[config.mk]
export PLATFORM = sky130hd
export DESIGN_NAME = card_door_sweep_alarm
export DESIGN_NICKNAME = d
export VERILOG_FILES = /design/src/sv/cdsa_pkg.sv /design/src/sv/cdsa_step.sv /design/src/sv/card_door_sweep_alarm.sv
export SDC_FILE = /design/constraint.sdc
export NUM_CORES = 1
export LEC_CHECK = 0
export ABC_AREA = 1
export ABC_CLOCK_PERIOD_IN_PS = 8050
export BUFFER_PORTS_ARGS = -buffer_cell sky130_fd_sc_hd__buf_4
export CAP_MARGIN = 20
export CORE_ASPECT_RATIO = 1.5
export CORE_MARGIN = 1
export CORE_UTILIZATION = 45
export CTS_CLUSTER_SIZE = 25
export DETAILED_ROUTE_END_ITERATION = 10
export GPL_TIMING_DRIVEN = 0
export PLACE_DENSITY_LB_ADDON = 0.15
export SETUP_SLACK_MARGIN = 0.2
export SLEW_MARGIN = 15
export SYNTH_ARGS = -nofsm -noshare
export SYNTH_HDL_FRONTEND = slang
export SYNTH_HIERARCHICAL = 1
export SYNTH_SLANG_ARGS = --single-unit
export TNS_END_PERCENT = 5
[constraint.sdc]
create_clock -name clk_i -period 8.05 [get_ports clk_i]
set_clock_uncertainty 0.2 [all_clocks]
set_input_delay 0.805 -clock clk_i [delete_from_list [all_inputs] [get_ports clk_i]]
set_output_delay 0.805 -clock clk_i [all_outputs]
set_load 0.1 [all_outputs]
[src/sv/cdsa_pkg.sv]
// ----------------------------------------------------------------------------
// cdsa_pkg
// shared types and constants of the door sweep and wrong-card alarm block
// ----------------------------------------------------------------------------
package cdsa_pkg;

  localparam int unsigned UID_W   = 32;
  localparam int unsigned ANGLE_W = 7;
  localparam int unsigned DIST_W  = 9;
  localparam int unsigned COUNT_W = 8;
  localparam int unsigned LIMIT_W = 4;
  localparam int unsigned IDX_W   = 2;
  localparam int unsigned OUT_W   = 16;

  localparam logic [DIST_W-1:0]  SWEEP_STEP  = 9'd4;
  localparam logic [DIST_W-1:0]  HOLD_END    = 9'd308;
  localparam logic [COUNT_W-1:0] COUNT_MAX   = 8'd255;
  localparam logic [UID_W-1:0]   CARD_ID_RST = 32'hD45E_14B8;
  localparam logic [LIMIT_W-1:0] LIMIT_RST   = 4'd3;
  localparam logic [COUNT_W-1:0] TICKS_RST   = 8'd40;

  typedef enum logic {
    OP_TICK = 1'b0,
    OP_CARD = 1'b1
  } op_e;

  typedef enum logic [IDX_W-1:0] {
    REG_CARD_ID     = 2'd0,
    REG_WRONG_LIMIT = 2'd1,
    REG_ALARM_TICKS = 2'd2
  } reg_idx_e;

  typedef struct packed {
    logic [UID_W-1:0]   card_id;
    logic [LIMIT_W-1:0] wrong_limit;
    logic [COUNT_W-1:0] alarm_ticks;
  } cfg_t;

  typedef struct packed {
    logic [COUNT_W-1:0] wrong_count;
    logic [COUNT_W-1:0] alarm_count;
    logic               sweep_active;
    logic [DIST_W-1:0]  sweep_distance;
    logic [ANGLE_W-1:0] angle_now;
    logic               buzzer_on;
  } st_t;

  // packed so that the angle sits in the lowest bits
  typedef struct packed {
    logic               card_match;
    logic               door_opening;
    logic               buzzer_level;
    logic [ANGLE_W-1:0] servo_angle;
  } res_t;

endpackage

[src/sv/cdsa_step.sv]
// ----------------------------------------------------------------------------
// cdsa_step
// next state and result for one word: card compare, door sweep, alarm timer
// ----------------------------------------------------------------------------
module cdsa_step #(
  parameter int unsigned CLOSED_ANGLE = 108
) (
  input  cdsa_pkg::op_e                  op_i,
  input  logic [cdsa_pkg::UID_W-1:0]     uid_i,
  input  cdsa_pkg::cfg_t                 cfg_i,
  input  cdsa_pkg::st_t                  st_i,
  output cdsa_pkg::st_t                  st_o,
  output cdsa_pkg::res_t                 res_o
);
  import cdsa_pkg::*;

  localparam logic [DIST_W-1:0] CLOSED_D  = DIST_W'(CLOSED_ANGLE);
  localparam logic [DIST_W-1:0] SWEEP_END = HOLD_END + CLOSED_D;

  logic [DIST_W-1:0] dist_adv;
  logic              match;
  st_t               door_st;

  assign dist_adv = st_i.sweep_distance + SWEEP_STEP;

  // card compare and door sweep
  always_comb begin
    door_st = st_i;
    match   = 1'b0;
    if (op_i == OP_CARD) begin
      if (uid_i == cfg_i.card_id) begin
        door_st.sweep_active = 1'b1;
        match                = 1'b1;
      end else if (st_i.wrong_count != COUNT_MAX) begin
        door_st.wrong_count = st_i.wrong_count + COUNT_W'(1);
      end
    end else if (st_i.sweep_active) begin
      door_st.sweep_distance = dist_adv;
      priority if (dist_adv < CLOSED_D) begin
        door_st.angle_now = ANGLE_W'(CLOSED_D - dist_adv);
      end else if (dist_adv < HOLD_END) begin
        door_st.angle_now = '0;
      end else if (dist_adv < SWEEP_END) begin
        door_st.angle_now = ANGLE_W'(dist_adv - HOLD_END);
      end else begin
        door_st.angle_now      = ANGLE_W'(CLOSED_ANGLE);
        door_st.sweep_distance = '0;
        door_st.sweep_active   = 1'b0;
      end
    end
  end

  // alarm timer, after the door within a tick
  always_comb begin
    st_o = door_st;
    if (op_i == OP_TICK && door_st.wrong_count >= COUNT_W'(cfg_i.wrong_limit)) begin
      st_o.buzzer_on = 1'b1;
      if (door_st.alarm_count != COUNT_MAX) begin
        st_o.alarm_count = door_st.alarm_count + COUNT_W'(1);
      end
      if (st_o.alarm_count >= cfg_i.alarm_ticks) begin
        st_o.alarm_count = '0;
        st_o.wrong_count = '0;
        st_o.buzzer_on   = 1'b0;
      end
    end
  end

  assign res_o.card_match   = match;
  assign res_o.door_opening = st_o.sweep_active;
  assign res_o.buzzer_level = st_o.buzzer_on;
  assign res_o.servo_angle  = st_o.angle_now;

endmodule

[src/sv/card_door_sweep_alarm.sv]
// ----------------------------------------------------------------------------
// card_door_sweep_alarm
// door access controller: card check, servo sweep and wrong-card buzzer
// ----------------------------------------------------------------------------
// Each input word is a card read (tuser 1) or a tick (tuser 0) and yields one
// output word. An accepted word sits in the input register while the step
// logic works out the next state. The output register takes the result when
// the word advances, and m_axis_tvalid then rises.
// A new word is taken every cycle while the output side keeps up. When both
// registers are full and the receiver holds off, s_axis_tready drops in that
// same cycle, so an output stall holds off the input.
// Configuration writes take effect at once; the user must make them while no
// word is in flight, as the block itself does not enforce this.
module card_door_sweep_alarm #(
  parameter int unsigned CLOSED_ANGLE = 108
) (
  input  logic                          clk_i,
  input  logic                          rst_ni,
  input  logic                          cfg_we_i,
  input  logic [cdsa_pkg::IDX_W-1:0]    cfg_idx_i,
  input  logic [cdsa_pkg::UID_W-1:0]    cfg_data_i,
  input  logic                          s_axis_tvalid,
  output logic                          s_axis_tready,
  input  logic [cdsa_pkg::UID_W-1:0]    s_axis_tdata,   // card_uid[31:0]
  input  logic                          s_axis_tuser,   // operation[0]
  output logic                          m_axis_tvalid,
  input  logic                          m_axis_tready,
  // servo_angle[6:0], buzzer_level[7], door_opening[8], card_match[9], zero
  output logic [cdsa_pkg::OUT_W-1:0]    m_axis_tdata
);
  import cdsa_pkg::*;

  cfg_t             cfg_q;
  st_t              st_q, st_d;
  res_t             res_q, res_d;
  logic             in_valid_q, out_valid_q;
  op_e              op_q;
  logic [UID_W-1:0] uid_q;
  logic             advance;

  assign advance       = in_valid_q && (!out_valid_q || m_axis_tready);
  assign s_axis_tready = !in_valid_q || advance;

  always_ff @(posedge clk_i or negedge rst_ni) begin
    if (!rst_ni) begin
      cfg_q.card_id     <= CARD_ID_RST;
      cfg_q.wrong_limit <= LIMIT_RST;
      cfg_q.alarm_ticks <= TICKS_RST;
    end else if (cfg_we_i) begin
      unique case (reg_idx_e'(cfg_idx_i))
        REG_CARD_ID:     cfg_q.card_id     <= cfg_data_i;
        REG_WRONG_LIMIT: cfg_q.wrong_limit <= cfg_data_i[LIMIT_W-1:0];
        REG_ALARM_TICKS: cfg_q.alarm_ticks <= cfg_data_i[COUNT_W-1:0];
        default: ;
      endcase
    end
  end

  // input register
  always_ff @(posedge clk_i or negedge rst_ni) begin
    if (!rst_ni) begin
      in_valid_q <= 1'b0;
    end else if (s_axis_tready) begin
      in_valid_q <= s_axis_tvalid;
    end
  end

  always_ff @(posedge clk_i) begin
    if (s_axis_tvalid && s_axis_tready) begin
      op_q  <= op_e'(s_axis_tuser);
      uid_q <= s_axis_tdata;
    end
  end

  cdsa_step #(
    .CLOSED_ANGLE(CLOSED_ANGLE)
  ) u_step (
    .op_i  (op_q),
    .uid_i (uid_q),
    .cfg_i (cfg_q),
    .st_i  (st_q),
    .st_o  (st_d),
    .res_o (res_d)
  );

  always_ff @(posedge clk_i or negedge rst_ni) begin
    if (!rst_ni) begin
      st_q.wrong_count    <= '0;
      st_q.alarm_count    <= '0;
      st_q.sweep_active   <= 1'b0;
      st_q.sweep_distance <= '0;
      st_q.angle_now      <= ANGLE_W'(CLOSED_ANGLE);
      st_q.buzzer_on      <= 1'b0;
    end else if (advance) begin
      st_q <= st_d;
    end
  end

  // output register
  always_ff @(posedge clk_i or negedge rst_ni) begin
    if (!rst_ni) begin
      out_valid_q <= 1'b0;
    end else if (advance) begin
      out_valid_q <= 1'b1;
    end else if (m_axis_tready) begin
      out_valid_q <= 1'b0;
    end
  end

  always_ff @(posedge clk_i) begin
    if (advance) begin
      res_q <= res_d;
    end
  end

  assign m_axis_tvalid = out_valid_q;
  assign m_axis_tdata  = {(OUT_W - $bits(res_t))'(0), res_q};

endmodule

==> results.md, run 1 <==
Status:
- The flow ran to the end, and the final reports show no timing, DRC or antenna violations.

Yosys:
- The share of the Yosys chip area taken by registers is 48.0%.
- During synthesis, Yosys emitted a total of 6 warnings.
- The cell area after synthesis is 6930 µm².
- Synthesis produced a netlist whose cell count is 861.
- The share of synthesized registers carrying an async set or reset is 65.0%.
- After synthesis the netlist holds a flip-flop and latch count of 123.
- The number of enable flip-flop cells after synthesis is 43.
- The post-synthesis area per instance is 8.04 µm².
- The number of distinct library cells after synthesis is 39.
- For this run, the leading register cell type out of synthesis is sky130_fd_sc_hd__dfrtp_1.

Critical path:
- Data arrives at the worst endpoint at 4.21 ns.
- The largest individual stage delay along the critical path comes from the cell sky130_fd_sc_hd__clkbuf_1.
- The dominant delay contributor by cell family on the critical path is simple AND/OR/NAND/NOR gates.
- In this design, the stage delay of the slowest critical-path cell is 0.50 ns.
- In this run the worst path has a maximum fanout of 10.
- Counting both buffers and inverters, the worst setup path holds a total of 4.
- Traced cell by cell, the critical path runs through ha_1 > nand2_1 > nor3_1 > nand2_1 > nor2_1 > inv_1 > nand2_1 > xor2_1 > inv_1 > ha_1 > nand2_1 > nor2_1 > nand4_1 > and3_1 > inv_1 > clkbuf_1 > a21oi_1 > nand3_1 > nand2_1 > nand3_1 > nand2_1.
- The kind of capture point of the worst setup path is a flop.
- The required time of the critical path is 8.16 ns.
- The worst setup path is launched from a flop.
- The most prevalent standard cell on the critical path is sky130_fd_sc_hd__nand2_1.
- By startpoint and endpoint, the worst setup path is classified as reg2reg.

Power:
- The peak supply drop is 0.147 mV.
- The total leakage power is 4.28 nW.
- The power per standard cell area is 251 nW/µm².

Layout:
- The fraction of layout cells with a size suffix above 1 is 20.3%.
- The final net count is 1058.
- The number of fill cells in the layout is 1435.
- At the end of the flow the core is filled with cells to 56.0%.
- The diode insertion count for antenna repair is 0.
- The area added between synthesis and finish is 21.8%.

Clock tree:
- TritonCTS built the clock tree.
- The H-tree depth is 4.
- The number of clock sinks seen by CTS is 123.
- After clock tree synthesis, the clock-pin slew on the worst setup and hold paths is 0.05 ns.
- No sink is reached through more buffers than the 2 on the longest clock path.
- The number of cells upsized or downsized after cts is 0.
- The tree is rooted in a sky130_fd_sc_hd__clkbuf_16.
- The total CTS buffers is 17.
- The count of buffers added by post-CTS timing repair for setup is 0.
- The number of hold-repair buffers added at the cts stage is 0.
- At the later pin of the worst-skew pair, clock insertion delay measures 0.42 ns.

Timing:
- The achievable frequency is 244 MHz.
- The number of pins with negative max-slew slack in the final report was 0.
- Summed over all failing endpoints, the final setup total negative slack is 0 ns.
- At the pin with the least slew margin, the transition time is 0.715 ns.
- The number of failing setup endpoints in the final timing report is 0.
- In this run the tightest slew margin relative to its limit is 52.3%.
- The clock period minus worst slack is 4.10 ns.
- The count of final hold-check violations was 0.
- Setup repair after global routing left no endpoint under its margin.
- The post-route clock period utilization is 50.9%.

Drt:
- The first-iteration detailed-routing DRC count is 171.
- For this run, the detailed router's first-pass iteration total came to 4.
- The vias per cell is 4.87.
- For this block, the via count after detailed routing is 5749.
- The number of routed nets with antenna violations is 0.
- The remaining routing DRC violations is 0.
- The average wire length per cell after detail routing is 13.0 µm.
- The total detailed-routing wirelength is 15300 µm.

Floorplan:
- The die is 103 µm wide.
- The number of standard-cell rows in the floorplan is 55.
- The floorplan die area is 15900 µm².
- The region available for standard cell placement spans 15100 µm².
- The initial utilization of the core area, before any placement, comes to 46.0%.
- Pin placement for this block handled 90 I/O pins.
- The die outline height is 154 µm.

Placed design:
- The final weighted congestion in routability-driven placement is 0.876.
- During placement, the flow inserted port buffers numbering 83.
- Detailed placement ended at an HPWL of 11100 µm.

Global route:
- The first global-routing pass estimated 25700 µm of wire.
- In the global route stage, overall resource usage came out at 21.1%.
- The pin count of the biggest net entering global routing is 81.
- The initial antenna violation count is 0.
- Summed over all layers, the global routing overflow is 0.
- The via count of the first global-routing pass is 5566.

Job:
- The total of max-cap violations is 0.

Hold path:
- The path class of the lowest-slack min-delay path is in2async.
## layout make-up
type	count	area [µm²]	share of cell area (%)
inverter	85	319	3.78
multi-input combinational	611	2980	35.4
clock inverter	14	161	1.91
tap	199	249	2.95
timing repair buffer	84	651	7.71
clock buffer	18	429	5.09
buffer	47	320	3.80
sequential	123	3320	39.4
## cells in the mapped netlist, types with 17 or more instances
cell	instances	share of area, %
sky130_fd_sc_hd__o21ai_0	18	1.3
sky130_fd_sc_hd__dfrtp_1	57	21
sky130_fd_sc_hd__edfxtp_1	43	19
sky130_fd_sc_hd__a21oi_1	19	1.4
sky130_fd_sc_hd__buf_4	22	2.4
sky130_fd_sc_hd__nor2_1	48	2.6
sky130_fd_sc_hd__ha_1	17	3.1
sky130_fd_sc_hd__xnor2_1	28	3.5
sky130_fd_sc_hd__dfstp_2	23	8.7
sky130_fd_sc_hd__inv_1	83	4.5
sky130_fd_sc_hd__nand3_1	99	7.2
sky130_fd_sc_hd__nand2_1	309	17
## sequential cells by signal (all words and copies together) (netlist names)
name	cells
op_q	1
st_q	34
m_axis_tdata	10
in_valid_q	1
m_axis_tvalid	1
cfg_q	44
uid_q	32
## path summary, 6_finish.rpt
kind / from / to / slack (ns) / depth (start not counted)
setup / recovery: st_q[18] / st_q[30] / 3.95 / 21
hold / removal: rst_ni / in_valid_q / 0.13 / 1
setup reg to reg: st_q[18] / st_q[30] / 3.95 / 21
hold reg to reg: cfg_q[3] / cfg_q[3] / 0.26 / 2
max in group asynchronous: rst_ni / cfg_q[24] / 6.86 / 2
min in group clk_i: cfg_q[3] / cfg_q[3] / 0.26 / 2
## stage by stage
step	setup WS, ns	power [mW]	instance area, µm²	instances	hold slack (ns)
floorplan	4.75	1.22	6940	866	0.242
global placement	3.94	1.36	7820	1148	0.250
detailed placement	3.96	1.37	7820	1148	0.254
CTS	3.94	2.13	8410	1180	0.263
global route	3.63	2.24	8430	1181	0.155
finish	3.95	2.12	8430	1181	0.135
## cells by family after synthesis
group / Yosys count / synth area share [%]
buf+inv: 132 / 9.23
other cells: 1 / 0.0541
compound gates: 52 / 4.10
mux: 1 / 0.145
xor+xnor: 37 / 4.68
simple gates: 498 / 30.7
fa+ha+maj: 17 / 3.07
flops: 123 / 48.0
## metal layers
layer / share of wire [%] / up-vias / GRT usage [%]
li1: - / 2962 / -
met1: 40 / 2641 / 22.6
met2: 55 / 118 / 39.2
met3: 3.1 / 28 / 4.45
met4: 2.1 / 0 / 8.25
met5: 0 / - / 0
## cells in the final DEF, fill, tap and decap left out, types with 2 or more instances in the layout
cell type and n:
sky130_fd_sc_hd__nand2_1 309, sky130_fd_sc_hd__buf_4 105, sky130_fd_sc_hd__nand3_1 99, sky130_fd_sc_hd__inv_1 82, sky130_fd_sc_hd__dfrtp_1 57, sky130_fd_sc_hd__nor2_1 48
sky130_fd_sc_hd__edfxtp_1 43, sky130_fd_sc_hd__xnor2_1 28, sky130_fd_sc_hd__dfstp_2 23, sky130_fd_sc_hd__a21oi_1 19, sky130_fd_sc_hd__o21ai_0 18, sky130_fd_sc_hd__clkbuf_16 17
sky130_fd_sc_hd__ha_1 17, sky130_fd_sc_hd__nand4_1 15, sky130_fd_sc_hd__buf_2 13, sky130_fd_sc_hd__xor2_1 9, sky130_fd_sc_hd__clkbuf_1 7, sky130_fd_sc_hd__nor3_1 7
sky130_fd_sc_hd__buf_6 6, sky130_fd_sc_hd__conb_1 6, sky130_fd_sc_hd__inv_6 5, sky130_fd_sc_hd__a31oi_1 5, sky130_fd_sc_hd__nand2_2 4, sky130_fd_sc_hd__clkinv_4 4
sky130_fd_sc_hd__nor2_2 4, sky130_fd_sc_hd__o22ai_1 4, sky130_fd_sc_hd__inv_2 3, sky130_fd_sc_hd__nand2_4 3, sky130_fd_sc_hd__clkinvlp_4 3, sky130_fd_sc_hd__bufinv_16 2
sky130_fd_sc_hd__or2_2 2, sky130_fd_sc_hd__nand4_2 2
## where the power goes
group	switching [mW]	leakage [nW]	internal, mW
combinational	0.349	2.60	0.197
sequential	0.0631	1.40	0.746
clock	0.301	0.279	0.462
No activity file was read; power rests on OpenSTA's default activity.
==> run 2, diff against run 1 <==
--- a/config.mk
+++ b/config.mk
@@ -6,7 +6,7 @@
 export NUM_CORES = 1
 export LEC_CHECK = 0
 export ABC_AREA = 1
-export ABC_CLOCK_PERIOD_IN_PS = 8050
+export ABC_CLOCK_PERIOD_IN_PS = 3840
 export BUFFER_PORTS_ARGS = -buffer_cell sky130_fd_sc_hd__buf_4
 export CAP_MARGIN = 20
 export CORE_ASPECT_RATIO = 1.5
==> constraint.sdc (replaced) <==
create_clock -name clk_i -period 3.84 [get_ports clk_i]
set_clock_uncertainty 0.2 [all_clocks]
set_input_delay 0.384 -clock clk_i [delete_from_list [all_inputs] [get_ports clk_i]]
set_output_delay 0.384 -clock clk_i [all_outputs]
set_load 0.1 [all_outputs]
==> run 2 against run 1 <==
  * Sequential share of layout area shrank 3.2 points
  * The flow now finishes with violations (hold timing)
  * Worst setup slack lost 3.6 ns
  * Register-to-register slack lost 3.6 ns
  * Design area grew 9.0%
  * Routed wire length grew 7.0%
==> results.md, run 2 (same netlist as run 1, synthesis figures left out) <==
Status:
- The run finished, with violations left.
- The checks that failed: hold timing.

Power:
- The power per standard cell area was 501 nW/µm² (+100%).
- The peak supply drop is 0.308 mV (+110%).
- The total leakage power is 4.61 nW (+7.8%).

Layout:
- The final design utilization came to 61.0% (+5.1 points).
- The library cell used most frequently in the layout, excluding fill and tap cells, is sky130_fd_sc_hd__nand2_1.
- The largest registers in the layout are cfg_q x44, st_q x34, uid_q x32.
- The final net count is 1123 (+6.1%).
- Ranked by flip-flop count, first place goes to cfg_q.
- In the layout the commonest cells are sky130_fd_sc_hd__nand2_1 (304), sky130_fd_sc_hd__buf_4 (114), sky130_fd_sc_hd__nand3_1 (98).
- The diode insertion count for antenna repair is 0 (unchanged).
- The fraction of layout cells with a size suffix above 1 came to 22.3% (+2.0 points).
- The final cell count without fillers is 1246 (+5.5%).
- The number of flip-flops under the largest register name is 44 (unchanged).
- The area added between synthesis and finish is 32.8%.

Drt:
- The average wire length per cell after detail routing is 13.1 µm (+1.4%).
- The via count is 5979 (+4.0%).
- The vias per cell is 4.80 (-1.4%).
- The remaining routing DRC violations is 0 (unchanged).
- The first-iteration detailed-routing DRC count was 154 (-9.9%).
- The number of routed nets with antenna violations was 0 (unchanged).
- The total detailed-routing wirelength is 16400 µm (+7.0%).
- The first-pass iteration count of the detailed router is 4 (unchanged).

Timing:
- The achievable frequency was 288 MHz (+18%).
- The worst hold margin was -0.00361 ns (-0.138 ns).
- The setup slack of the critical path after layout is 0.369 ns (-3.58 ns).
- The number of pins with negative max-slew slack in the final report is 0 (unchanged).
- The headroom to the max-slew limit is 51.1% (-1.2 points).
- The final-layout setup total negative slack is 0 ns (unchanged).
- Setup repair after global routing could not meet its margin everywhere.
- The slew at the pin closest to its max-slew limit is 0.733 ns (+0.0181 ns).
- The clock period minus worst slack is 3.47 ns (-0.628 ns).
- The post-route clock period utilization is 90.4% (+39 points).
- The count of final hold-check violations is 1 (+1).
- The number of failing setup endpoints in the final timing report came to 0 (unchanged).

Global route:
- The initial antenna violation count is 0 (unchanged).
- The first-pass GRT wire length is 27100 µm (+5.6%).
- The aggregate global-route resource usage came to 22.2% (+1.1 points).
- The via count of the first global-routing pass is 5934 (+6.6%).
- The total global routing overflow came to 0 (unchanged).
- The pin count of the biggest net entering global routing is 81 (unchanged).

Floorplan:
- The number of standard-cell rows in the floorplan was 55 (unchanged).
- The standard cell core area is 15100 µm² (unchanged).
- The floorplan die area is 15900 µm² (unchanged).
- The starting utilization of the core area is 46.0% (unchanged).
- The number of top-level pins came to 90 (unchanged).
- The die span in x was 103 µm (unchanged).
- The die outline height is 154 µm (unchanged).

Critical path:
- The biggest fanout along the worst timing path is 10 (unchanged).
- The arrival time reported for the critical path endpoint is 3.62 ns (-0.59 ns).
- The kind of capture point of the worst setup path is a flop.
- The critical path class is reg2reg.
- The worst setup path is launched from a flop.
- By instance count, the cell type seen most on the critical path is sky130_fd_sc_hd__nand2_2.
- The required time of the critical path is 3.99 ns (-4.17 ns).
- The largest stage delay on the critical path is 0.40 ns (-0.10 ns).
- The slack of the worst reg-to-reg path came to 0.37 ns (-3.58 ns).
- The depth of the worst register-to-register path came to 21 (unchanged).
- The worst-path cell with the longest stage delay is sky130_fd_sc_hd__dfrtp_1.
- Walking the worst path, the cells encountered are ha_2 > nand2_2 > nor3_4 > nand2_2 > nor2_4 > inv_1 > nand2_2 > xor2_2 > inv_1 > ha_1 > a21oi_1 > nor2_1 > a211oi_2 > and3_4 > inv_2 > clkbuf_8 > a21oi_1 > nand3_1 > nand2_1 > nand3_1 > nand2_1.

Clock tree:
- The tree is rooted in a sky130_fd_sc_hd__clkbuf_16.
- The maximum clock insertion buffer count was 2 (unchanged).
- The clock insertion delay at the later pin of the skew report is 0.42 ns (about the same).
- The total CTS buffers came to 17 (unchanged).
- The H-tree depth is 4 (unchanged).
- The clock input transition at the sequential cells of the worst setup and hold paths is 0.06 ns (about the same).
- The number of clock sinks seen by CTS came to 123 (unchanged).
- The CTS tree is done.

Placed design:
- The count of placed standard cells including taps came to 1148 (unchanged).
- The final weighted congestion in routability-driven placement is 0.876 (unchanged).
- The worst slack after detailed placement is -0.249 ns (-4.21 ns).
- The quantity of I/O buffers inserted on ports is 83 (unchanged).
- The half-perimeter wire length after detailed placement is 11100 µm (unchanged).

Hold path:
- The min-delay analysis places its worst path in the category in2reg.
- The worst hold path passes through 3 cells.

Job:
- The total of max-cap violations is 0 (unchanged).
==> run 2: cell count changes in the layout (fill, tap and decap cells not counted), sizes merged <==
cell / previous run / this run
dlygate4sd3: 0 / 54
buf: 125 / 136
==> run 2: layout make-up <==
cell class | count | area (µm²)
plain buffers | 47 | 338
multi-input cells | 611 | 3100
clock buffers | 18 | 429
repair buffers | 149 | 1280
well taps | 199 | 249
clock inverters | 14 | 161
fillers | 1329 | 5870
inverters | 85 | 319
flip-flops and latches | 123 | 3320
==> run 2: worst paths after layout <==
| path | to | from |
|---|---|---|
| min reg2reg | cfg_q[3] | cfg_q[3] |
| max | st_q[30] | st_q[19] |
| max in group asynchronous | cfg_q[30] | rst_ni |
| min | cfg_q[28] | cfg_data_i[16] |
| min in group asynchronous | cfg_q[35] | rst_ni |
| max reg2reg | st_q[30] | st_q[19] |
==> run 2: per-stage QoR <==
step           power (mW)  instance area (µm²)
3_3_place_gp         2.85                 7820
5_1_grt              4.88                 9200
2_1_floorplan        2.55                 6940
6_report             4.61                 9200
4_1_cts              4.58                 9040
3_5_place_dp         2.87                 7820
==> run 2: routing by layer <==
metal	wire length [µm]	track usage, %	up-vias	share of wire, %
met2	9110	41.3	124	56
met4	374	9.12	0	2.3
met5	0	0	-	0
met1	6390	23.5	2731	39
li1	-	-	3095	-
met3	497	4.59	29	3.0
==> run 2: report_power, final <==
group | internal [mW] | switching, mW
Clock | 0.968 | 0.635
Sequential | 1.56 | 0.133
Combinational | 0.531 | 0.781
Total | 3.06 | 1.55
==> run 2: critical path, delay by kind of cell (launching register included) <==
kind	cells	cell delay, ns
flops	1	0.40
compound gates	3	0.42
simple gates	11	1.29
fa+ha+maj	2	0.50
xor+xnor	1	0.17
buf+inv	4	0.43
==> run 2: timing repair <==
item / 4_1_cts / 5_1_grt
cloned: 1 / 0
hold buffers: 53 / 1
buffers inserted: 4 / 6
pin swaps: 9 / 19
resized for setup: 19 / 19
endpoints found under the setup margin: 18 / 18
hold endpoints to repair: 53 / 21
==> run 3, diff against run 2 <==
--- a/config.mk
+++ b/config.mk
@@ -15,7 +15,7 @@
 export CTS_CLUSTER_SIZE = 25
 export DETAILED_ROUTE_END_ITERATION = 10
 export GPL_TIMING_DRIVEN = 0
-export PLACE_DENSITY_LB_ADDON = 0.15
+export PLACE_DENSITY_LB_ADDON = 0.08
 export SETUP_SLACK_MARGIN = 0.2
 export SLEW_MARGIN = 15
 export SYNTH_ARGS = -nofsm -noshare
==> run 3 against run 2 <==
  * The flow now finishes without violations
  * Sequential power about the same
  * Core utilization increased by 0.97 points
  * Via count increased by 2.3%
  * Design area increased by 1.6%
  * Sequential share of layout area decreased by 0.58 points
==> results.md, run 3 (same netlist as run 1, synthesis figures left out) <==
Status:
- The run finished with clean final reports.

Clock tree:
- TritonCTS built the clock tree.
- The clock input transition at the sequential cells of the worst setup and hold paths is 0.06 ns (about the same).
- The clock insertion delay at the later pin of the skew report is 0.42 ns (about the same).
- The total CTS buffers is 17 (unchanged).
- The H-tree depth is 4 (unchanged).
- The maximum clock insertion buffer count is 2 (unchanged).
- The number of clock sinks seen by CTS is 123 (unchanged).
- The cell sitting at the root of the clock tree is a sky130_fd_sc_hd__clkbuf_16.

Power:
- The clock share of power is 35.5% (+0.8 points).
- The proportion of total power due to net switching is 33.6% (about the same).
- The power per standard cell area is 506 nW/µm² (+0.95%).
- The portion of total power attributed to combinational logic is 28.5% (about the same).
- The register share of total power came to 36.0% (-0.8 points).
- The peak supply drop is 0.379 mV (+23%).
- The total leakage power is 4.65 nW (+0.91%).
- The internal power was 3.14 mW (+2.5%).
- The switching power summed over all nets is 1.59 mW (+2.6%).
- The post-route total power is 4.73 mW (+2.6%).

Critical path:
- The buffers plus inverters on the worst setup path is 4 (unchanged).
- The required time of the critical path is 4.00 ns (about the same).
- The startpoint identified for the worst register-to-register timing path is cfg_q[29].
- The critical register-to-register path endpoint is st_q[18].
- STA classifies the critical path startpoint as a flop.
- The arrival time reported for the critical path endpoint is 3.71 ns (+0.09 ns).
- The slack of the worst reg-to-reg path was 0.29 ns (-0.08 ns).
- STA classifies the critical path endpoint as a flop.
- The worst setup path is of the reg2reg kind.
- The depth of the worst register-to-register path is 26 (+24%).
- The largest stage delay on the critical path is 0.54 ns (+0.14 ns).
- The largest individual stage delay along the critical path comes from the cell sky130_fd_sc_hd__dfstp_2.
- The most prevalent standard cell on the critical path is sky130_fd_sc_hd__nand2_1.
- The biggest fanout along the worst timing path was 8 (-2).
- Grouping stages by cell kind, the critical path spends the most delay in simple AND/OR/NAND/NOR gates.

Drt:
- The number of routed nets with antenna violations was 0 (unchanged).
- The first-pass iteration count of the detailed router was 4 (unchanged).
- The total detailed-routing wirelength was 16900 µm (+3.6%).
- The first-iteration detailed-routing DRC count is 190 (+23%).
- The vias per cell is 4.88 (+1.7%).
- The remaining routing DRC violations is 0 (unchanged).
- The via count is 6119 (+2.3%).
- The average wire length per cell after detail routing is 13.5 µm (+2.9%).

Layout:
- The multi-input logic area is 3140 µm² (+1.4%).
- The register with the most flip-flops in the final layout is cfg_q.
- Leaving out fill and tap cells, the most frequent cells in the layout are sky130_fd_sc_hd__nand2_1 (299), sky130_fd_sc_hd__buf_4 (117), sky130_fd_sc_hd__nand3_1 (96).
- The number of fill cells in the layout is 1280 (-3.7%).
- The area added between synthesis and finish is 34.9%.
- The most common library cell in the layout ignoring fill and taps is sky130_fd_sc_hd__nand2_1.
- The final cell count without fillers came to 1254 (+0.64%).
- The diode insertion count for antenna repair is 0 (unchanged).
- The largest registers in the layout are cfg_q x44, st_q x34, uid_q x32.
- The post-route standard cell area excluding fillers was 9340 µm² (+1.6%).
- The number of flip-flops under the largest register name came to 44 (unchanged).
- The final design utilization is 62.0% (+0.97 points).
- The register area is 3320 µm² (about the same).
- The fraction of layout cells with a size suffix above 1 is 23.1% (+0.87 points).
- The final net count is 1131 (+0.71%).

Placed design:
- The final weighted congestion in routability-driven placement is 0.858 (-2.0%).
- The post-placement cell area is 7820 µm² (unchanged).
- The half-perimeter wire length after detailed placement was 11500 µm (+3.1%).
- The count of placed standard cells including taps was 1148 (unchanged).
- The quantity of I/O buffers inserted on ports is 83 (unchanged).
- The worst slack after detailed placement is -0.328 ns (-0.0791 ns).

Floorplan:
- The standard cell core area is 15100 µm² (unchanged).
- The die span in x was 103 µm (unchanged).
- The number of standard-cell rows in the floorplan is 55 (unchanged).
- The number of top-level pins is 90 (unchanged).
- The die outline height is 154 µm (unchanged).
- The floorplan die area is 15900 µm² (unchanged).
- The starting utilization of the core area is 46.0% (unchanged).

Hold path:
- The path class of the lowest-slack min-delay path is in2reg.
- In this run the most critical hold path is launched from cfg_data_i[0].
- The worst-case hold path end point is cfg_q[8].
- The worst hold path depth is 3 (unchanged).

Job:
- The total of max-cap violations came to 0 (unchanged).

Global route:
- The initial antenna violation count was 0 (unchanged).
- The via count of the first global-routing pass is 5930 (-0.067%).
- The pin count of the biggest net entering global routing came to 81 (unchanged).
- The aggregate global-route resource usage is 23.2% (+1.0 points).
- The total global routing overflow is 0 (unchanged).
- The first-pass GRT wire length is 28200 µm (+4.0%).

Timing:
- The worst hold margin came to 0.0209 ns (+0.0245 ns).
- The number of failing setup endpoints in the final timing report is 0 (unchanged).
- The setup slack of the critical path after layout came to 0.293 ns (-0.0760 ns).
- The number of pins with negative max-slew slack in the final report was 0 (unchanged).
- The achievable frequency is 282 MHz (-2.1%).
- The count of final hold-check violations is 0 (-1).
- The headroom to the max-slew limit is 48.9% (-2.2 points).
- Setup repair after global routing could not meet its margin everywhere.
- The clock period minus worst slack was 3.55 ns (+0.0760 ns).
- The final-layout setup total negative slack is 0 ns (unchanged).
- The slew at the pin closest to its max-slew limit is 0.765 ns (+0.0324 ns).
- The post-route clock period utilization came to 92.4% (+2.0 points).
[run 3: cell types whose count changed in the layout (fill, tap and decap cells not counted), moves of 3 or more]
cell | previous run | this run
sky130_fd_sc_hd__nand2_1 | 304 | 299
sky130_fd_sc_hd__nor2_2 | 3 | 6
sky130_fd_sc_hd__dlygate4sd3_1 | 54 | 60
sky130_fd_sc_hd__nand2_2 | 8 | 13
sky130_fd_sc_hd__buf_4 | 114 | 117
sky130_fd_sc_hd__nor2_1 | 46 | 43
[run 3: power by group through the flow]
stage          Sequential [mW]  Combinational, mW  Clock (mW)
2_1_floorplan             1.80              0.748           0
3_3_place_gp              1.71               1.13           0
3_5_place_dp              1.72               1.15           0
4_1_cts                   1.69               1.25        1.71
5_1_grt                   1.72               1.52        1.76
6_report                  1.70               1.35        1.68
[run 3: final cells by class]
type	instances	share of cell area (%)
tap	199	2.67
inverter	85	3.48
multi-input combinational	611	33.6
clock inverter	15	2.04
buffer	47	3.62
timing repair buffer	157	14.5
clock buffer	17	4.55
sequential	123	35.6
[run 3: how the worst max path moves through the flow]
| stage | end | cells past startpoint | start |
|---|---|---|---|
| 6_report | st_q[18] | 26 | cfg_q[29] |
| 5_1_grt | st_q[29] | 26 | cfg_q[38] |
| 4_1_cts | st_q[29] | 26 | cfg_q[31] |
| 3_5_place_dp | st_q[29] | 21 | st_q[18] |
| 3_3_place_gp | st_q[31] | 21 | st_q[18] |
| 2_1_floorplan | st_q[27] | 21 | st_q[18] |
[run 3: what timing repair did]
action | in CTS | in global routing
gates resized for setup | 14 | 34
hold endpoints to repair | 63 | 0
pin swaps | 2 | 27
gates cloned | 0 | 1
buffers inserted | 3 | 10
hold buffers | 60 | 0
setup endpoints to repair | 18 | 18
[run 3: metal layers]
metal / GRT usage [%] / vias to the layer above / part of all wire (%)
li1: - / 3115 / -
met1: 25.5 / 2852 / 39
met2: 43.2 / 127 / 56
met3: 4.91 / 25 / 3.2
met4: 7.58 / 0 / 2.0
met5: 0 / - / 0
[run 3: worst min-delay path, cell delays in order]
cell and delay [ns]:
sky130_fd_sc_hd__buf_4 0.12, sky130_fd_sc_hd__nand4_1 0.08, sky130_fd_sc_hd__nand2_1 0.05
